==> config.mk <==
export PLATFORM = sky130hd
export DESIGN_NAME = thermistor_fault_monitor
export DESIGN_NICKNAME = d
export VERILOG_FILES = /design/src/tfm_pkg.sv /design/src/tfm_lane.sv /design/src/tfm_merge.sv /design/src/tfm_fsm.sv /design/src/thermistor_fault_monitor.sv
export VERILOG_INCLUDE_DIRS = /design/src /design/src/src
export SDC_FILE = /design/constraint.sdc
export NUM_CORES = 1
export LEC_CHECK = 0
export BUFFER_PORTS_ARGS = -buffer_cell sky130_fd_sc_hd__buf_4
export CAP_MARGIN = 5
export CORE_UTILIZATION = 65
export CTS_CLUSTER_SIZE = 28
export DETAILED_ROUTE_END_ITERATION = 12
export GPL_TIMING_DRIVEN = 0
export HOLD_SLACK_MARGIN = 0.05
export PLACE_DENSITY = 0.95
export SLEW_MARGIN = 20
export SYNTH_ARGS = -nofsm -noshare
export SYNTH_HDL_FRONTEND = slang
export SYNTH_SLANG_ARGS = --single-unit
==> constraint.sdc <==
create_clock -name clk_i -period 27.5 [get_ports clk_i]
set_clock_uncertainty 0.1 [all_clocks]
set_input_delay 5.5 -clock clk_i [delete_from_list [all_inputs] [get_ports clk_i]]
set_output_delay 5.5 -clock clk_i [all_outputs]
set_load 0.05 [all_outputs]
==> src/thermistor_fault_monitor_macros.svh <==
// ----------------------------------------------------------------------------
// Thermistor fault monitor assertion macros
// Shared concurrent assertion wrappers, clocked on clk_i, disabled in reset.
// ----------------------------------------------------------------------------
`ifndef THERMISTOR_FAULT_MONITOR_MACROS_SVH
`define THERMISTOR_FAULT_MONITOR_MACROS_SVH

// Generic property check on clk_i with async reset rst_ni.
`define TFM_ASSERT(lbl, prop, msg) \
  lbl: assert property (@(posedge clk_i) disable iff (!rst_ni) (prop)) \
    else $error(msg);

// Antecedent implies consequent on the following cycle.
`define TFM_ASSERT_NEXT(lbl, ante, cons, msg) \
  `TFM_ASSERT(lbl, (ante) |=> (cons), msg)

`endif

==> src/tfm_pkg.sv <==
// ----------------------------------------------------------------------------
// Thermistor fault monitor package
// Widths, reset values, register indexes, fault codes and shared types.
// ----------------------------------------------------------------------------
package tfm_pkg;

  localparam int SampleW      = 10;
  localparam int NumSamples   = 10;
  localparam int NumLanes     = NumSamples / 2;
  localparam int LaneSumW     = SampleW + 1;
  localparam int TotalSumW    = SampleW + $clog2(NumSamples);
  localparam int TrimShift    = 3;
  localparam int ConfirmCount = 3;
  localparam int CfgIdxW      = 2;
  localparam int StatusW      = 2;

  typedef logic [SampleW-1:0]      sample_t;
  typedef logic [ConfirmCount-1:0] hist_t;
  typedef logic [StatusW-1:0]      status_t;

  localparam sample_t OpenLimitRst    = sample_t'(854);
  localparam sample_t HotLimitRst     = sample_t'(150);
  localparam sample_t RestoreLimitRst = sample_t'(280);

  localparam logic [CfgIdxW-1:0] RegOpenLimit    = 2'd0;
  localparam logic [CfgIdxW-1:0] RegHotLimit     = 2'd1;
  localparam logic [CfgIdxW-1:0] RegRestoreLimit = 2'd2;

  localparam status_t FaultNormal = 2'd0;
  localparam status_t FaultOpen   = 2'd1;
  localparam status_t FaultHot    = 2'd2;

  typedef enum logic [2:0] {
    StNormal = 3'b001,
    StOpen   = 3'b010,
    StHot    = 3'b100
  } fault_state_e;

  typedef struct packed {
    sample_t               lo;
    sample_t               hi;
    logic [LaneSumW-1:0]   sum;
  } lane_t;

  typedef struct packed {
    sample_t open_limit;
    sample_t hot_limit;
    sample_t restore_limit;
  } limits_t;

endpackage

==> src/tfm_lane.sv <==
// ----------------------------------------------------------------------------
// Thermistor fault monitor lane
// Registered min, max and sum of one pair of readings.
// ----------------------------------------------------------------------------
module tfm_lane (
  input  logic            clk_i,
  input  logic            en_i,
  input  tfm_pkg::sample_t a_i,
  input  tfm_pkg::sample_t b_i,
  output tfm_pkg::lane_t  lane_o
);

  tfm_pkg::lane_t lane_d, lane_q;

  always_comb begin
    lane_d.lo  = (a_i < b_i) ? a_i : b_i;
    lane_d.hi  = (a_i < b_i) ? b_i : a_i;
    lane_d.sum = tfm_pkg::LaneSumW'(a_i) + tfm_pkg::LaneSumW'(b_i);
  end

  always_ff @(posedge clk_i) begin
    if (en_i) begin
      lane_q <= lane_d;
    end
  end

  assign lane_o = lane_q;

endmodule

==> src/tfm_merge.sv <==
// ----------------------------------------------------------------------------
// Thermistor fault monitor merge
// Combines lane results into the trimmed mean and registers it.
// ----------------------------------------------------------------------------
module tfm_merge (
  input  logic             clk_i,
  input  logic             en_i,
  input  tfm_pkg::lane_t   lanes_i [tfm_pkg::NumLanes],
  output tfm_pkg::sample_t avg_o
);

  tfm_pkg::sample_t avg_d, avg_q;

  always_comb begin
    tfm_pkg::sample_t               min_v;
    tfm_pkg::sample_t               max_v;
    logic [tfm_pkg::TotalSumW-1:0]  sum_v;
    logic [tfm_pkg::TotalSumW-1:0]  trim_v;
    min_v = lanes_i[0].lo;
    max_v = lanes_i[0].hi;
    sum_v = tfm_pkg::TotalSumW'(lanes_i[0].sum);
    for (int i = 1; i < tfm_pkg::NumLanes; i++) begin
      if (lanes_i[i].lo < min_v) min_v = lanes_i[i].lo;
      if (lanes_i[i].hi > max_v) max_v = lanes_i[i].hi;
      sum_v = sum_v + tfm_pkg::TotalSumW'(lanes_i[i].sum);
    end
    trim_v = sum_v - tfm_pkg::TotalSumW'(min_v) - tfm_pkg::TotalSumW'(max_v);
    avg_d  = tfm_pkg::SampleW'(trim_v >> tfm_pkg::TrimShift);
  end

  always_ff @(posedge clk_i) begin
    if (en_i) begin
      avg_q <= avg_d;
    end
  end

  assign avg_o = avg_q;

endmodule

==> src/tfm_fsm.sv <==
// ----------------------------------------------------------------------------
// Thermistor fault monitor state machine
// Comparison histories, fault state and registered result fields.
// ----------------------------------------------------------------------------
`include "thermistor_fault_monitor_macros.svh"

module tfm_fsm (
  input  logic              clk_i,
  input  logic              rst_ni,
  input  logic              en_i,
  input  tfm_pkg::sample_t  avg_i,
  input  tfm_pkg::limits_t  limits_i,
  output tfm_pkg::status_t  fault_status_o,
  output logic              status_changed_o,
  output logic              force_power_off_o,
  output tfm_pkg::sample_t  filtered_reading_o
);

  tfm_pkg::hist_t        open_d, open_q, hot_d, hot_q, rest_d, rest_q;
  tfm_pkg::fault_state_e state_d, state_q;
  tfm_pkg::status_t      status_d, status_q;
  logic                  changed_d, changed_q, poff_d, poff_q;
  tfm_pkg::sample_t      avg_q;

  always_comb begin
    open_d = (open_q << 1) | tfm_pkg::hist_t'(avg_i > limits_i.open_limit);
    hot_d  = (hot_q  << 1) | tfm_pkg::hist_t'(avg_i < limits_i.hot_limit);
    rest_d = (rest_q << 1) | tfm_pkg::hist_t'(avg_i > limits_i.restore_limit);
  end

  always_comb begin
    state_d = state_q;
    unique case (state_q)
      tfm_pkg::StNormal: begin
        if (&open_d) state_d = tfm_pkg::StOpen;
        else if (&hot_d) state_d = tfm_pkg::StHot;
      end
      tfm_pkg::StOpen: begin
        if (~|open_d) state_d = (&hot_d) ? tfm_pkg::StHot : tfm_pkg::StNormal;
      end
      tfm_pkg::StHot: begin
        if (~|hot_d) begin
          if (&open_d) state_d = tfm_pkg::StOpen;
          else if (&rest_d) state_d = tfm_pkg::StNormal;
        end
      end
      default: state_d = tfm_pkg::StNormal;
    endcase
  end

  always_comb begin
    unique case (state_d)
      tfm_pkg::StOpen: status_d = tfm_pkg::FaultOpen;
      tfm_pkg::StHot:  status_d = tfm_pkg::FaultHot;
      default:         status_d = tfm_pkg::FaultNormal;
    endcase
    changed_d = (state_d != state_q);
    poff_d    = (state_d == tfm_pkg::StHot) && (state_q != tfm_pkg::StHot);
  end

  always_ff @(posedge clk_i or negedge rst_ni) begin
    if (!rst_ni) begin
      open_q  <= '0;
      hot_q   <= '0;
      rest_q  <= '0;
      state_q <= tfm_pkg::StNormal;
    end else if (en_i) begin
      open_q  <= open_d;
      hot_q   <= hot_d;
      rest_q  <= rest_d;
      state_q <= state_d;
    end
  end

  always_ff @(posedge clk_i) begin
    if (en_i) begin
      status_q  <= status_d;
      changed_q <= changed_d;
      poff_q    <= poff_d;
      avg_q     <= avg_i;
    end
  end

  assign fault_status_o     = status_q;
  assign status_changed_o   = changed_q;
  assign force_power_off_o  = poff_q;
  assign filtered_reading_o = avg_q;

  `TFM_ASSERT_NEXT(a_hold_when_idle, !en_i,
    $stable(state_q) && $stable(open_q) && $stable(hot_q), "state moved without transaction")
  `TFM_ASSERT_NEXT(a_poff_on_entry, en_i && state_d == tfm_pkg::StHot && state_q != tfm_pkg::StHot,
    poff_q && changed_q && status_q == tfm_pkg::FaultHot, "missed power-off on hot entry")
  `TFM_ASSERT_NEXT(a_hot_sticky, en_i && state_q == tfm_pkg::StHot && hot_d != '0,
    state_q == tfm_pkg::StHot, "left over temperature while hot history active")
  `TFM_ASSERT_NEXT(a_open_from_normal, en_i && state_q == tfm_pkg::StNormal && (&open_d),
    state_q == tfm_pkg::StOpen, "full open history did not raise sensor open")

endmodule

==> src/thermistor_fault_monitor.sv <==
// ----------------------------------------------------------------------------
// Thermistor fault monitor
// Trimmed mean of ten readings with debounced open / hot / restore detection.
// ----------------------------------------------------------------------------
// Takes one transaction of ten readings per clock unless stalled and returns
// one result per transaction, through five pair lanes (min, max, sum), a merge
// stage forming the trimmed mean, and the state-machine/output register.
// Throughput is one transaction per cycle; a stall on the output holds the
// whole pipeline and is passed back to the input in the same cycle.
// Limit registers may only be written while no transaction is in flight.
module thermistor_fault_monitor (
  input  logic                          clk_i,
  input  logic                          rst_ni,
  input  logic                          cfg_we_i,
  input  logic [tfm_pkg::CfgIdxW-1:0]   cfg_idx_i,
  input  logic [tfm_pkg::SampleW-1:0]   cfg_wdata_i,
  input  logic                          in_valid_i,
  output logic                          in_stall_o,
  input  logic [tfm_pkg::SampleW-1:0]   sample_0_i,
  input  logic [tfm_pkg::SampleW-1:0]   sample_1_i,
  input  logic [tfm_pkg::SampleW-1:0]   sample_2_i,
  input  logic [tfm_pkg::SampleW-1:0]   sample_3_i,
  input  logic [tfm_pkg::SampleW-1:0]   sample_4_i,
  input  logic [tfm_pkg::SampleW-1:0]   sample_5_i,
  input  logic [tfm_pkg::SampleW-1:0]   sample_6_i,
  input  logic [tfm_pkg::SampleW-1:0]   sample_7_i,
  input  logic [tfm_pkg::SampleW-1:0]   sample_8_i,
  input  logic [tfm_pkg::SampleW-1:0]   sample_9_i,
  output logic                          out_valid_o,
  input  logic                          out_stall_i,
  output logic [tfm_pkg::StatusW-1:0]   fault_status_o,
  output logic                          status_changed_o,
  output logic                          force_power_off_o,
  output logic [tfm_pkg::SampleW-1:0]   filtered_reading_o
);

  tfm_pkg::sample_t samples [tfm_pkg::NumSamples];
  tfm_pkg::lane_t   lanes   [tfm_pkg::NumLanes];
  tfm_pkg::sample_t avg;
  tfm_pkg::limits_t limits_d, limits_q;
  logic             adv;
  logic             s1_valid_q, s2_valid_q, out_valid_q;

  assign samples[0] = sample_0_i;
  assign samples[1] = sample_1_i;
  assign samples[2] = sample_2_i;
  assign samples[3] = sample_3_i;
  assign samples[4] = sample_4_i;
  assign samples[5] = sample_5_i;
  assign samples[6] = sample_6_i;
  assign samples[7] = sample_7_i;
  assign samples[8] = sample_8_i;
  assign samples[9] = sample_9_i;

  always_comb begin
    limits_d = limits_q;
    if (cfg_we_i) begin
      unique case (cfg_idx_i)
        tfm_pkg::RegOpenLimit:    limits_d.open_limit    = cfg_wdata_i;
        tfm_pkg::RegHotLimit:     limits_d.hot_limit     = cfg_wdata_i;
        tfm_pkg::RegRestoreLimit: limits_d.restore_limit = cfg_wdata_i;
        default: ;
      endcase
    end
  end

  always_ff @(posedge clk_i or negedge rst_ni) begin
    if (!rst_ni) begin
      limits_q.open_limit    <= tfm_pkg::OpenLimitRst;
      limits_q.hot_limit     <= tfm_pkg::HotLimitRst;
      limits_q.restore_limit <= tfm_pkg::RestoreLimitRst;
    end else begin
      limits_q <= limits_d;
    end
  end

  assign adv        = !(out_valid_q && out_stall_i);
  assign in_stall_o = !adv;

  always_ff @(posedge clk_i or negedge rst_ni) begin
    if (!rst_ni) begin
      s1_valid_q  <= 1'b0;
      s2_valid_q  <= 1'b0;
      out_valid_q <= 1'b0;
    end else if (adv) begin
      s1_valid_q  <= in_valid_i;
      s2_valid_q  <= s1_valid_q;
      out_valid_q <= s2_valid_q;
    end
  end

  for (genvar g = 0; g < tfm_pkg::NumLanes; g++) begin : g_lane
    tfm_lane u_lane (
      .clk_i  (clk_i),
      .en_i   (adv),
      .a_i    (samples[2*g]),
      .b_i    (samples[2*g+1]),
      .lane_o (lanes[g])
    );
  end

  tfm_merge u_merge (
    .clk_i   (clk_i),
    .en_i    (adv),
    .lanes_i (lanes),
    .avg_o   (avg)
  );

  tfm_fsm u_fsm (
    .clk_i              (clk_i),
    .rst_ni             (rst_ni),
    .en_i               (adv && s2_valid_q),
    .avg_i              (avg),
    .limits_i           (limits_q),
    .fault_status_o     (fault_status_o),
    .status_changed_o   (status_changed_o),
    .force_power_off_o  (force_power_off_o),
    .filtered_reading_o (filtered_reading_o)
  );

  assign out_valid_o = out_valid_q;

endmodule
# Word-level counts from Yosys, hierarchy flattened
# Index checks and enable logic that the tools add are counted.
# totals
elab_cells	109
ff_bits	221
# classes
n_eq_ne	9
n_lt_le_gt_ge	16
bitwise_logic	3
mux	27
reduce_logical	13
add_sub_neg	11
# op_table
operator	n
two-way mux 10 bit	18
less-than comparator 10 bit	10
greater-than comparator 10 bit	6
adder 10 x 10 -> 11 bit	5
adder 13 x 11 -> 13 bit	3
subtractor 13 x 10 -> 13 bit	2
two-way mux 3 bit	7
adder 11 x 11 -> 12 bit	1
OR 3 x 1 -> 3 bit	3
case mux 3 bit (3 select lines)	1
AND reduction 3 bit	3
== test 3 x 2 -> 1 bit (second input constant)	2
== test 3 bit (second input constant)	2
AND reduction 2 bit	3
OR reduction 3 bit	2
case mux 2 bit (2 select lines)	1
== test 3 x 1 -> 1 bit (second input constant)	1
logical AND 1 bit	3
!= test 3 bit	1
!= test 3 bit (second input constant)	1
== test 2 x 1 -> 1 bit (second input constant)	1
== test 2 bit (second input constant)	1
zero test 2 bit	1
zero test 1 bit	1

# Depth between registers and ports, before layout
# depth
word_depth	10
ltp_mapped	55
ltp_nobuf	51

# Cells and area by module
# Synthesis repeated with hierarchy kept, for this count alone.
# hier_totals
cells_unflattened	1594
area_unflattened_um2	17954.7
# modules_own_cells
module	instances	area_each_um2	cells_each
tfm_lane	5	1936.9	150
tfm_merge	1	5161.2	589
tfm_fsm	1	1750.4	180
thermistor_fault_monitor	1	1358.8	75

# Worst setup path after synthesis
# OpenSTA, ideal clock, no wires.
# synth_path
path_type	input-to-output
from	input port out_stall_i
to	output port in_stall_o
path_slack_ps	11482
path_buffers	0
arrival_time_ps	10418
required_ps	21900
stages	2
path_cell_list	nand2_1 -> inv_1
# synth_between
elab_chain_cells	1
# synth_rtl
element	line_no	text
start: declaration	thermistor_fault_monitor.sv:30	input logic out_stall_i,
logical AND 1 bit	thermistor_fault_monitor.sv:77	assign adv = !(out_valid_q && out_stall_i);
end: declaration	thermistor_fault_monitor.sv:18	output logic in_stall_o,
# No other way between the ends.

# Worst setup path in the final report
# layout_path
from	register g_lane[1].u_lane.lane_q, in the netlist g_lane[1].u_lane.lane_o[26]
to	register u_merge.avg_q[9], in the netlist u_merge.avg_o[9], data pin
# layout_between
elab_chain_cells	10
# layout_rtl
element	line_no	text
start: declaration	tfm_lane.sv:13	tfm_pkg::lane_t lane_d, lane_q;
start signal: assignment	tfm_lane.sv:23	lane_q <= lane_d;
less-than comparator 10 bit	tfm_merge.sv:23	if (lanes_i[i].lo < min_v) min_v = lanes_i[i].lo;
two-way mux 10 bit *	tfm_merge.sv:23	
less-than comparator 10 bit	tfm_merge.sv:23	
two-way mux 10 bit *	tfm_merge.sv:23	
less-than comparator 10 bit	tfm_merge.sv:23	
two-way mux 10 bit *	tfm_merge.sv:23	
less-than comparator 10 bit	tfm_merge.sv:23	
two-way mux 10 bit *	tfm_merge.sv:23	
subtractor 13 x 10 -> 13 bit * (2 in a row)	tfm_merge.sv:27	trim_v = sum_v - tfm_pkg::TotalSumW'(min_v) - tfm_pkg::TotalSumW'(max_v);
via u_merge.avg_d[9]	tfm_merge.sv:12	tfm_pkg::sample_t avg_d, avg_q;
end signal: assignment	tfm_merge.sv:33	avg_q <= avg_d;
end: declaration	tfm_merge.sv:12	
# The timed path passes the listed nets; every way through them passes the cells marked *.
# A chain may end at the register's enable or synchronous reset.

==> results.md <==
* Register Area at 6444 um^2
* Main flop type after synthesis: edfxtp_1
* Wire per inst at 22.18 um
* Synth async-reset ratio at 19.00%
* Area growth from synthesis to layout at 12.07%
* Synth Area per Inst at 9.574 um^2
* CTS max path bufs at 3
* Initial Utilization at 66.54%
* GRT Total Usage at 37.12%
* Nets at 2,561
* Clock sink total at 221
* Outcome: completed
* Vias per cell at 6.617
* Total core area at 28,940 um^2
* Endpoints failing setup at 0
* Seq/Total Area, Yosys at 33.47%
* Total CTS buffers at 24
* R2R Path End: u_merge.avg_o[9]$_DFFE_PN_
* CP max FO at 10
* Crit-path slowest cell: fa_1
* Initial DRC count at 1,925
* Syn_nets at 2,400
* Htree depth at 1
* Critical Path Sink: u_merge.avg_o[9]$_DFFE_PN_
* Crit path launch: g_lane[1].u_lane.lane_o[26]$_DFFE_PN_
* Congestion Overflow GR at 0
* Fillers at 2,024
* Kind of critical path: register to register
* Warnings from Yosys at 0
* Die ar. at 30,310 um^2
* Hold slack at 0.4001 ns
* Hold path cells at 2
* R2R depth at 53
* RSZ-0062 raised after global routing: false
* Largest net degree at the start of global routing at 59
* CTS clk-pin slew, worst paths at 0.06 ns
* Mapped Cells at 2,011
* Setup bufs post-CTS at 0
* Setup TNS Final at 0 ns
* Commonest non-fill, non-tap cell in the layout: inv_1
* Commonest non-fill, non-tap cells in the layout: 278 x inv_1, 224 x ha_1, 179 x edfxtp_1
* Final worst slack at 13.25 ns
* Vias in the first global route at 16.57k
* Crit path capture type: register
* Hold Vio Cnt, Final at 0
* First-pass GRT wire length at 88,640 um
* HPWL after detailed placement at 44,170 um
* Ant. Diodes at 0
* Layout cell share with drive strength beyond 1 at 13.21%
* IO buf count at 132
* Footprint of the multi-input gates at 11,350 um^2
* Period minus WS final at 14.25 ns
* Crit path top cell by count: a21o_1
* DRT Pass-1 Iters at 8
* Min-delay worst type: register to register
* Startpoint Class: register
* Row count at 62
* Crit path required time at 27.67 ns
* Gpl congestion at 1.025
* Pins Over Slew Limit at 0
* Fin cells at 2,571
* DRT antenna net count at 0
* Number of synthesized flops with an enable pin at 179
* Max-capacitance violation count at 0
* Mapped Area at 19,250 um^2
* Initial antenna violation count at 1
* CTS Hold Buffers Added at 0
* R2r setup slk at 13.25 ns
* Worst-Margin Slew at 0.7385 ns
* Root Driver: clkbuf_16
* Period utilisation layout at 51.83%
* Post-Place Cells at 2,530
* Die height at 174.1 um
* Dpl ws at 13.63 ns
* Max Clock Freq at 70.15 MHz
* Slew margin rel. at 50.46%
* R2r startpoint: g_lane[1].u_lane.lane_o[26]$_DFFE_PN_
* Die width at 174.1 um
* Final wirelength at 57,010 um
* CP peak stage delay at 0.55 ns
* Resize count post-CTS at 0
* Synth unique cells at 74
* DR vias at 17.01k
* Worst-skew pair later-pin latency at 0.52 ns
* Critical Path AT at 14.42 ns
* I/O Pins at 133
* DR DRC count at 0
* #FFs+latches synth at 221
* TritonCTS clock tree: built
[per-stage QoR]
stage / util (%) / area [um^2]
6_report: 74.57 / 21580
5_1_grt: 74.57 / 21580
4_1_cts: 74.57 / 21580
3_5_place_dp: 71.93 / 20810
3_3_place_gp: 71.63 / 20720
2_1_floorplan: - / 19250
[layer usage]
| metal | part of all wire [%] | up-vias | GRT usage [%] |
|---|---|---|---|
| met2 | 47 | 1032 | 62.00 |
| li1 | - | 7669 | - |
| met1 | 39 | 8143 | 48.83 |
| met5 | 0.019 | - | 0 |
| met4 | 4.0 | 2 | 14.07 |
| met3 | 9.9 | 166 | 5.556 |
[synth_stat cells (all sizes together) (45+ instances only)]
cell	n	area share [%]
a21oi	128	3.4
a22oi	64	2.5
clkbuf	94	1.8
edfxtp	179	28
fa	48	5.0
ha	224	15
inv	278	5.4
mux2i	62	3.2
nand2	54	1.1
nand3	125	3.2
nor2	78	1.6
nor3	61	1.6
o211ai	105	4.1
o21ai	79	2.1
or4	55	2.1
or4b	45	2.3
[sequential cells by signal, indices dropped and copies added (netlist names)]
name,flops
u_fsm.rest_q,2
u_merge.avg_o,10
g_lane.u_lane.lane_o,155
u_fsm.status_changed_o,1
out_valid_o,1
u_fsm.state_q,3
limits_q,30
u_fsm.filtered_reading_o,10
u_fsm.force_power_off_o,1
u_fsm.open_q,2
u_fsm.hot_q,2
s1_valid_q,1
u_fsm.fault_status_o,2
s2_valid_q,1
[critical path, delay by kind of cell (launching register included)]
kind	cells	cell delay [ns]
buffers and inverters	6	1.85
AOI/OAI and AO/OA	29	5.94
xor gates and xnor gates	1	0.22
adders and majority gates	8	3.05
and+or+nand+nor	5	0.74
muxes	4	1.67
DFF	1	0.44
[layout make-up]
| type | count | share of cell area, % |
|---|---|---|
| buffer | 105 | 1.948 |
| multi-input combinational | 1406 | 52.62 |
| inverter | 279 | 4.854 |
| clock buffer | 36 | 3.375 |
| timing repair buffer | 135 | 4.941 |
| clock inverter | 5 | 0.1682 |
| tap | 384 | 2.227 |
| sequential | 221 | 29.86 |
[cells by family (layout without fill, tap and decap cells)]
group	Yosys count	in the layout	share of synthesized area [%]
xor gates and xnor gates	57	57	2.671
buffers and inverters	384	560	7.623
DFF	221	221	33.47
AOI/OAI and AO/OA	482	482	16.79
muxes	91	91	4.958
adders and majority gates	272	272	19.55
and+or+nand+nor	504	504	14.95
[how the worst min path moves through the flow]
stage	slack (ns)	start	end
6_report	0.40	u_fsm.state_q[0]$_DFFE_PN1P_	u_fsm.state_q[0]$_DFFE_PN1P_
3_5_place_dp	0.39	u_fsm.state_q[0]$_DFFE_PN1P_	u_fsm.state_q[0]$_DFFE_PN1P_
5_1_grt	0.43	u_fsm.state_q[0]$_DFFE_PN1P_	u_fsm.state_q[0]$_DFFE_PN1P_
4_1_cts	0.40	u_fsm.state_q[0]$_DFFE_PN1P_	u_fsm.state_q[0]$_DFFE_PN1P_
3_3_place_gp	0.36	u_fsm.rest_q[1]$_DFFE_PN0P_	u_fsm.rest_q[1]$_DFFE_PN0P_
2_1_floorplan	0.34	u_merge.avg_o[0]$_DFFE_PN_	u_fsm.filtered_reading_o[0]$_DFFE_PP_
Power is left out: the tool's default activity adds up to more than one toggle a clock period on the data nets, which glitch-free logic cannot reach.
